--- config.mk ---
export PLATFORM = sky130hd
export DESIGN_NAME = id_slot_table_unit
export DESIGN_NICKNAME = d
export VERILOG_FILES = /design/src/ist_pkg.sv /design/src/ist_ram.sv /design/src/id_slot_table_unit.sv
export SDC_FILE = /design/constraint.sdc
export NUM_CORES = 2
export LEC_CHECK = 0
export BUFFER_PORTS_ARGS = -buffer_cell sky130_fd_sc_hd__buf_2
export CAP_MARGIN = 30
export CELL_PAD_IN_SITES_DETAIL_PLACEMENT = 1
export CELL_PAD_IN_SITES_GLOBAL_PLACEMENT = 2
export CORE_MARGIN = 2
export CORE_UTILIZATION = 42
export DETAILED_ROUTE_END_ITERATION = 10
export HOLD_SLACK_MARGIN = 0.12
export PLACE_DENSITY_LB_ADDON = 0.1
export SKIP_LAST_GASP = 1
export SYNTH_ARGS = -nofsm -noshare
export SYNTH_HDL_FRONTEND = slang
export SYNTH_SLANG_ARGS = --single-unit
--- constraint.sdc ---
create_clock -name clk_i -period 4.4 [get_ports clk_i]
set_input_delay 0.22 -clock clk_i [delete_from_list [all_inputs] [get_ports clk_i]]
set_output_delay 0.22 -clock clk_i [all_outputs]
set_load 0.05 [all_outputs]
--- src/ist_pkg.sv ---
package ist_pkg;

  // table geometry
  localparam int SLOTS  = 64;
  localparam int SLOT_W = $clog2(SLOTS);
  localparam int ID_W   = 16;
  localparam int POS_W  = 7;
  localparam int ST_W   = 2;
  localparam int ACT_W  = 2;

  // request actions
  typedef enum logic [ACT_W-1:0] {
    ACT_ADD    = 2'd0,
    ACT_DELETE = 2'd1,
    ACT_SEARCH = 2'd2,
    ACT_LIST   = 2'd3
  } action_e;

  // result status codes
  typedef enum logic [ST_W-1:0] {
    ST_OK       = 2'd0,
    ST_FULL     = 2'd1,
    ST_NOTFOUND = 2'd2,
    ST_ZERO     = 2'd3
  } status_e;

  // control sequencer
  typedef enum logic [1:0] {
    S_IDLE,
    S_WALK,
    S_OUT
  } state_e;

  // one result word
  typedef struct packed {
    status_e           status;
    logic [POS_W-1:0]  pos;
    logic [ID_W-1:0]   id;
  } result_t;

endpackage

--- src/ist_ram.sv ---
module ist_ram #(
  parameter int WIDTH = 16,
  parameter int DEPTH = 64
) (
  input  logic                     clk_i,
  input  logic                     we_i,
  input  logic [$clog2(DEPTH)-1:0] waddr_i,
  input  logic [WIDTH-1:0]         wdata_i,
  input  logic [$clog2(DEPTH)-1:0] raddr_i,
  output logic [WIDTH-1:0]         rdata_o
);

  logic [WIDTH-1:0] mem [DEPTH];

  // one write port, one registered read port
  always_ff @(posedge clk_i) begin
    if (we_i) begin
      mem[waddr_i] <= wdata_i;
    end
    rdata_o <= mem[raddr_i];
  end

endmodule

--- src/id_slot_table_unit.sv ---
// Table of 64 identifier slots held in one synchronous RAM, with a zero
// entry meaning a free slot. A request (add, delete, search or list) is
// served by walking the RAM one slot per cycle from slot 0 (a list walk
// can pause, see below); add, delete and search stop at the first
// matching slot, and a zero identifier on add, delete or search is
// rejected without a walk. The single read port of the slot RAM sets the
// walk pace. A list request emits one word per occupied slot and its walk
// pauses while the output stage is held by out_stall_i; every final word
// also waits there for as long as out_stall_i holds it. The table reads as
// all free after reset through per-slot valid flags, so no clearing pass
// is needed. One request is worked on at a time; in_stall_o is high from
// acceptance until the final word is loaded into the output stage.
module id_slot_table_unit (
  input  logic                      clk_i,
  input  logic                      rst_ni,
  input  logic                      in_valid_i,
  output logic                      in_stall_o,
  input  logic [ist_pkg::ACT_W-1:0] action_i,
  input  logic [ist_pkg::ID_W-1:0]  item_id_i,
  output logic                      out_valid_o,
  input  logic                      out_stall_i,
  output logic [ist_pkg::ST_W-1:0]  status_o,
  output logic [ist_pkg::POS_W-1:0] position_o,
  output logic [ist_pkg::ID_W-1:0]  found_id_o,
  output logic                      last_o
);
  import ist_pkg::*;

  state_e              state_q, state_d;
  action_e             act_q;
  logic [ID_W-1:0]     id_q;
  logic [SLOT_W:0]     rd_idx_q, rd_idx_d;
  logic [SLOT_W-1:0]   chk_idx_q, chk_idx_d;
  logic                chk_v_q, chk_v_d;
  logic [SLOTS-1:0]    vld_q;
  logic                pend_v_q;
  logic [POS_W-1:0]    pend_pos_q;
  logic [ID_W-1:0]     pend_id_q;
  result_t             res_q, res_d;
  logic                out_vld_q;
  result_t             out_q;
  logic                out_last_q;

  logic                accept;
  logic [SLOT_W-1:0]   raddr;
  logic [ID_W-1:0]     rd_data;
  logic [ID_W-1:0]     entry;
  logic [ID_W-1:0]     target;
  logic                occupied, hit, is_list, end_slot;
  logic                out_free, walk_stall, step, term, push, pend_load, out_load;
  logic                ram_we, vld_set, vld_clr;
  logic [POS_W-1:0]    chk_pos;

  assign accept   = in_valid_i && !in_stall_o;
  assign out_free = !out_vld_q || !out_stall_i;
  assign is_list  = (act_q == ACT_LIST);

  // slot data as seen by the walk: never-written slots read as free
  assign entry    = vld_q[chk_idx_q] ? rd_data : '0;
  assign target   = (act_q == ACT_ADD) ? '0 : id_q;
  assign occupied = (entry != '0);
  assign hit      = (entry == target);
  assign end_slot = (chk_idx_q == SLOT_W'(SLOTS - 1));
  assign chk_pos  = POS_W'(chk_idx_q) + POS_W'(1);

  // list walk holds when a finished word cannot leave
  assign walk_stall = (state_q == S_WALK) && chk_v_q && is_list && occupied &&
                      pend_v_q && !out_free;
  assign step       = (state_q == S_WALK) && !walk_stall;
  assign term       = step && chk_v_q && (end_slot || (!is_list && hit));
  assign pend_load  = step && chk_v_q && is_list && occupied;
  assign push       = pend_load && pend_v_q;
  assign out_load   = (state_q == S_OUT) && out_free;

  // re-read the slot under check while stalled
  assign raddr = walk_stall ? chk_idx_q : rd_idx_q[SLOT_W-1:0];

  ist_ram #(
    .WIDTH (ID_W),
    .DEPTH (SLOTS)
  ) u_slots (
    .clk_i   (clk_i),
    .we_i    (ram_we),
    .waddr_i (chk_idx_q),
    .wdata_i (id_q),
    .raddr_i (raddr),
    .rdata_o (rd_data)
  );

  // next state
  always_comb begin
    state_d = state_q;
    unique case (state_q)
      S_IDLE: begin
        if (accept) begin
          if (action_e'(action_i) != ACT_LIST && item_id_i == '0) begin
            state_d = S_OUT;
          end else begin
            state_d = S_WALK;
          end
        end
      end
      S_WALK: begin
        if (term) begin
          state_d = S_OUT;
        end
      end
      S_OUT: begin
        if (out_free) begin
          state_d = S_IDLE;
        end
      end
      default: state_d = S_IDLE;
    endcase
  end

  // walk control, store updates and final result
  always_comb begin
    in_stall_o = (state_q != S_IDLE);
    rd_idx_d   = rd_idx_q;
    chk_idx_d  = chk_idx_q;
    chk_v_d    = chk_v_q;
    res_d      = res_q;
    ram_we     = 1'b0;
    vld_set    = 1'b0;
    vld_clr    = 1'b0;

    if (accept) begin
      rd_idx_d = '0;
      chk_v_d  = 1'b0;
      res_d    = '{status: ST_ZERO, pos: '0, id: '0};
    end

    if (step) begin
      chk_v_d   = (rd_idx_q < (SLOT_W + 1)'(SLOTS));
      chk_idx_d = rd_idx_q[SLOT_W-1:0];
      if (rd_idx_q < (SLOT_W + 1)'(SLOTS)) begin
        rd_idx_d = rd_idx_q + 1'b1;
      end
    end

    if (term) begin
      chk_v_d = 1'b0;
      if (is_list) begin
        if (occupied) begin
          res_d = '{status: ST_OK, pos: chk_pos, id: entry};
        end else if (pend_v_q) begin
          res_d = '{status: ST_OK, pos: pend_pos_q, id: pend_id_q};
        end else begin
          res_d = '{status: ST_NOTFOUND, pos: '0, id: '0};
        end
      end else if (hit) begin
        res_d = '{status: ST_OK, pos: chk_pos, id: id_q};
        if (act_q == ACT_ADD) begin
          ram_we  = 1'b1;
          vld_set = 1'b1;
        end else if (act_q == ACT_DELETE) begin
          vld_clr = 1'b1;
        end
      end else if (act_q == ACT_ADD) begin
        res_d = '{status: ST_FULL, pos: '0, id: '0};
      end else begin
        res_d = '{status: ST_NOTFOUND, pos: '0, id: '0};
      end
    end
  end

  // control registers
  always_ff @(posedge clk_i or negedge rst_ni) begin
    if (!rst_ni) begin
      state_q   <= S_IDLE;
      chk_v_q   <= 1'b0;
      vld_q     <= '0;
      pend_v_q  <= 1'b0;
      out_vld_q <= 1'b0;
    end else begin
      state_q <= state_d;
      chk_v_q <= chk_v_d;
      if (vld_set) begin
        vld_q[chk_idx_q] <= 1'b1;
      end else if (vld_clr) begin
        vld_q[chk_idx_q] <= 1'b0;
      end
      if (accept) begin
        pend_v_q <= 1'b0;
      end else if (pend_load) begin
        pend_v_q <= 1'b1;
      end
      if (push || out_load) begin
        out_vld_q <= 1'b1;
      end else if (!out_stall_i) begin
        out_vld_q <= 1'b0;
      end
    end
  end

  // payload registers
  always_ff @(posedge clk_i) begin
    rd_idx_q  <= rd_idx_d;
    chk_idx_q <= chk_idx_d;
    res_q     <= res_d;
    if (accept) begin
      act_q <= action_e'(action_i);
      id_q  <= item_id_i;
    end
    if (pend_load) begin
      pend_pos_q <= chk_pos;
      pend_id_q  <= entry;
    end
    // output word: a pending list entry, or the final result
    if (push) begin
      out_q      <= '{status: ST_OK, pos: pend_pos_q, id: pend_id_q};
      out_last_q <= 1'b0;
    end else if (out_load) begin
      out_q      <= res_q;
      out_last_q <= 1'b1;
    end
  end

  assign out_valid_o = out_vld_q;
  assign status_o    = out_q.status;
  assign position_o  = out_q.pos;
  assign found_id_o  = out_q.id;
  assign last_o      = out_last_q;

endmodule
==> qor.yml <==
hold_path:
  hold_end: "act_q[1]"
  min_path_cells: 2
  holdCritPathClass: "primary input to flip-flop"
  hold_start: "action_i[1]"
clock_tree:
  path_clk_slew_ps: 60
  clockBufferDepth: 3
  cts_tree: "done"
  clock-root-buffer: "clkbuf_16"
  h-tree-depth: 4
  clk_latency_ps: 750
  cts_sinks: 1214
  numCtsBuffers: 136
detailed_routing:
  drc: 0
  drt_wl_total_mm: 174
  vias: 33400
  drtIter0Drc: 3127
  first_pass_iters: 7
  antenna_left: 0
  wire_per_inst_um: 31.7
  viasPerCell: 6.08
sta:
  setup_slack_ps: -195
  finalCritPeriodShare_pct: 104
  hold_viol_final: 0
  skew_ps: 25.2
  slew_headroom_pct: 31.7
  max_freq_mhz: 218
  finalMaxSlewViolations: 0
  period_needed_ps: 4590
  grt_setup_unrepaired: "yes"
  setup_viol: 92
  worstMarginPinSlew_ps: 1020
setup_path:
  r2r_cells: 16
  max_stage_delay_ps: 560
  r2r-end: "u_slots.rdata_o[14]"
  critPathSlowestCell: "or4b_4"
  required_ps: 4990
  startpoint_type: "flip-flop"
  rrSetupSlack_ps: -190
  cp.arrival_ps: 5180
  worst_path_most_repeated_cell: "buf_4"
  critPathMaxFanout: 8
  path_cells: "buf_6, mux4_2, o211ai_1, o2111ai_2, or4b_4, buf_8, a2111oi_4, buf_12, buf_4, buf_4, o21bai_1, o311ai_1, a2111oi_0, buf_4, a31oi_1, nand4_1"
  cp-end-kind: "flip-flop"
  crit_type: "flip-flop to flip-flop"
  worst_r2r_startpoint: "chk_idx_q[0]"
power:
  p_leak_nw: 21.4
  vdd_ir_drop_max_mv: 0.412
  power.density_nw_per_um2: 573
global_route:
  grt_max_degree: 70
  groute.usage.overall_pct: 27.8
  antenna_found_initial: 9
  grt_pass1_vias: 34000
  grt_first_pass_wirelength_mm: 244
  top_usage_layer: "met2"
  grtUsageMet1_pct: 37.9
  use_met3_pct: 4.25
  overflow: 0
  met2_usage_pct: 45.5
yosys:
  synthTopCellsByArea: "edfxtp_1 (67%), mux2i_1 (4.1%), dfrtp_1 (3.5%)"
  synth_flop_cell: "edfxtp_1"
  seq_area_frac_synth_pct: 72.0
  synth_top_area_share_pct: 67.5
  ys_warn_count: 0
  synth_cell_types: 84
  avgSynthCellArea_um2: 14.8
  ys_ff_latch: 1214
  synth_edf_count: 1119
  yosysTopAreaCell: "edfxtp_1"
  synth_async_sr_flop_share_pct: 5.68
  synth_area_um2: 49800
  synthCells: 3375
  synthesis.nets: 3399
die:
  core_um2: 118000
  rows: 126
  die_h_um: 348
  die_area_um2: 121000
  initial_core_util_pct: 42.3
  die_w_um: 348
  io_pins: 50
status:
  status: "finished, violations left"
  failed_checks: "setup timing"
cells_and_area:
  fin_util_pct: 52.8
  area_growth_pct: 25.0
  design_area_um2: 62200
  fillers: 11100
  nets: 3873
  drive_gt1_share_pct: 25.3
run:
  max-cap-violations: 0
place:
  io_buffers: 49
  place_hpwl_mm: 109
  placed_cell_area_um2: 55500
  globalplace.congestion: 0.879
==> metal layers <==
metal	vias to the layer above	share of wire [%]
met4	6	3.5
met3	279	5.9
li1	14400	-
met5	-	0.020
met2	1104	48
met1	17700	43
==> sequential cells by signal, indices dropped and copies added (netlist names), named ones only <==
| signal | count |
|---|---|
| u_slots.rdata_o | 16 |
| last_o | 1 |
| rd_idx_q | 7 |
| u_slots.mem | 1024 |
| state_q | 2 |
| act_q | 2 |
| status_o | 2 |
| res_q | 25 |
| chk_idx_q | 6 |
| pend_v_q | 1 |
| pend_id_q | 16 |
| pend_pos_q | 7 |
| found_id_o | 16 |
| out_valid_o | 1 |
| id_q | 16 |
| chk_v_q | 1 |
| position_o | 7 |
==> placed cells by master (no fill, tap or decap), types with 32 or more instances in the layout <==
master / instances
edfxtp_1: 1119
buf_4: 352
nand2_1: 213
mux2i_1: 200
a21oi_1: 162
clkbuf_16: 155
o21ai_0: 136
buf_12: 105
a211oi_1: 102
nor2_1: 89
and3_1: 85
dfrtp_1: 69
o22ai_1: 68
nand3_1: 64
buf_2: 50
mux2_2: 49
and2_1: 48
inv_1: 41
clkbuf_1: 33
o31ai_1: 32
==> worst max-delay path: cells and delay by family (launching register included) <==
family	cells	cell delay (ps)
buffers and inverters	6	970
flip-flops	1	520
multiplexers	1	510
AND/OR/NAND/NOR	2	760
AO/OA/AOI/OAI	7	1640
==> cell families after synthesis <==
kind of cell | after synthesis | share of synthesized area (%)
AO/OA/AOI/OAI | 904 | 12.7
XOR/XNOR | 7 | 0.123
adder cells (fa/ha/maj) | 2 | 0.0502
buffers and inverters | 294 | 2.73
flip-flops | 1214 | 72.0
multiplexers | 266 | 5.53
AND/OR/NAND/NOR | 688 | 6.92
==> per-stage QoR <==
step	total power [mW]	cells	hold WS (ps)	setup slack, ps	setup TNS, ps
3_3_place_gp	23.2	5125	417	-874	-130530
6_report	35.7	5495	219	-195	-2610
2_1_floorplan	18.6	3375	-75.6	-380	-18240
5_1_grt	36.8	5494	197	-181	-51710
4_1_cts	34.9	5433	157	-211	-633
3_5_place_dp	23.4	5126	97.7	-919	-186990
==> synthesized netlist by cell type, types with 34 or more instances <==
library cell and instances:
nor3_1 34, mux2_2 51, buf_2 79, nand3_1 65, a211oi_1 109, dfrtp_1 69
clkbuf_1 135, inv_1 41, o22ai_1 75, o21ai_0 138, nand2_1 214, mux2i_1 206
and2_1 50, a31oi_1 37, edfxtp_1 1119, nor2_1 108, and3_1 88, a21oi_1 169
nor4_1 41
==> final cells by class <==
type,count,area (um2),area share (%)
flip-flops and latches,1214,35800,57.6
multi-input cells,1867,13800,22.2
repair buffers,588,6220,10.0
clock buffers,177,3690,5.93
well taps,1536,1920,3.09
clock inverters,70,559,0.899
inverters,42,158,0.253
diodes,1,2.50,0.00402
==> worst max path at each step <==
stage | startpoint | slack (ps) | cells past startpoint | to
6_report | chk_idx_q[0] | -190 | 16 | u_slots.rdata_o[14]
5_1_grt | chk_idx_q[0] | -180 | 21 | u_slots.rdata_o[5]
3_3_place_gp | chk_idx_q[0] | -870 | 17 | u_slots.rdata_o[5]
2_1_floorplan | id_q[9] | -380 | 12 | u_slots.mem[17][0]
4_1_cts | chk_idx_q[0] | -210 | 16 | u_slots.rdata_o[5]
3_5_place_dp | chk_idx_q[0] | -920 | 17 | u_slots.rdata_o[0]
==> what timing repair did <==
action,4_1_cts,5_1_grt
hold buffers,23,0
gates resized for setup,101,156
cloned,3,18
setup buffers,34,49
endpoints found under the hold margin,97,0
endpoints found under the setup margin,1082,1053
pin swaps,19,45
==> report_power, final <==
part	internal [mW]	leakage (nW)	total (mW)	switching, mW
Combinational	4.41	8.11	11.2	6.77
Sequential	13.0	11.2	13.5	0.504
Clock	6.33	2.07	11.0	4.64
Total	23.7	21.4	35.7	11.9
No activity file was read; power rests on OpenSTA's default activity.
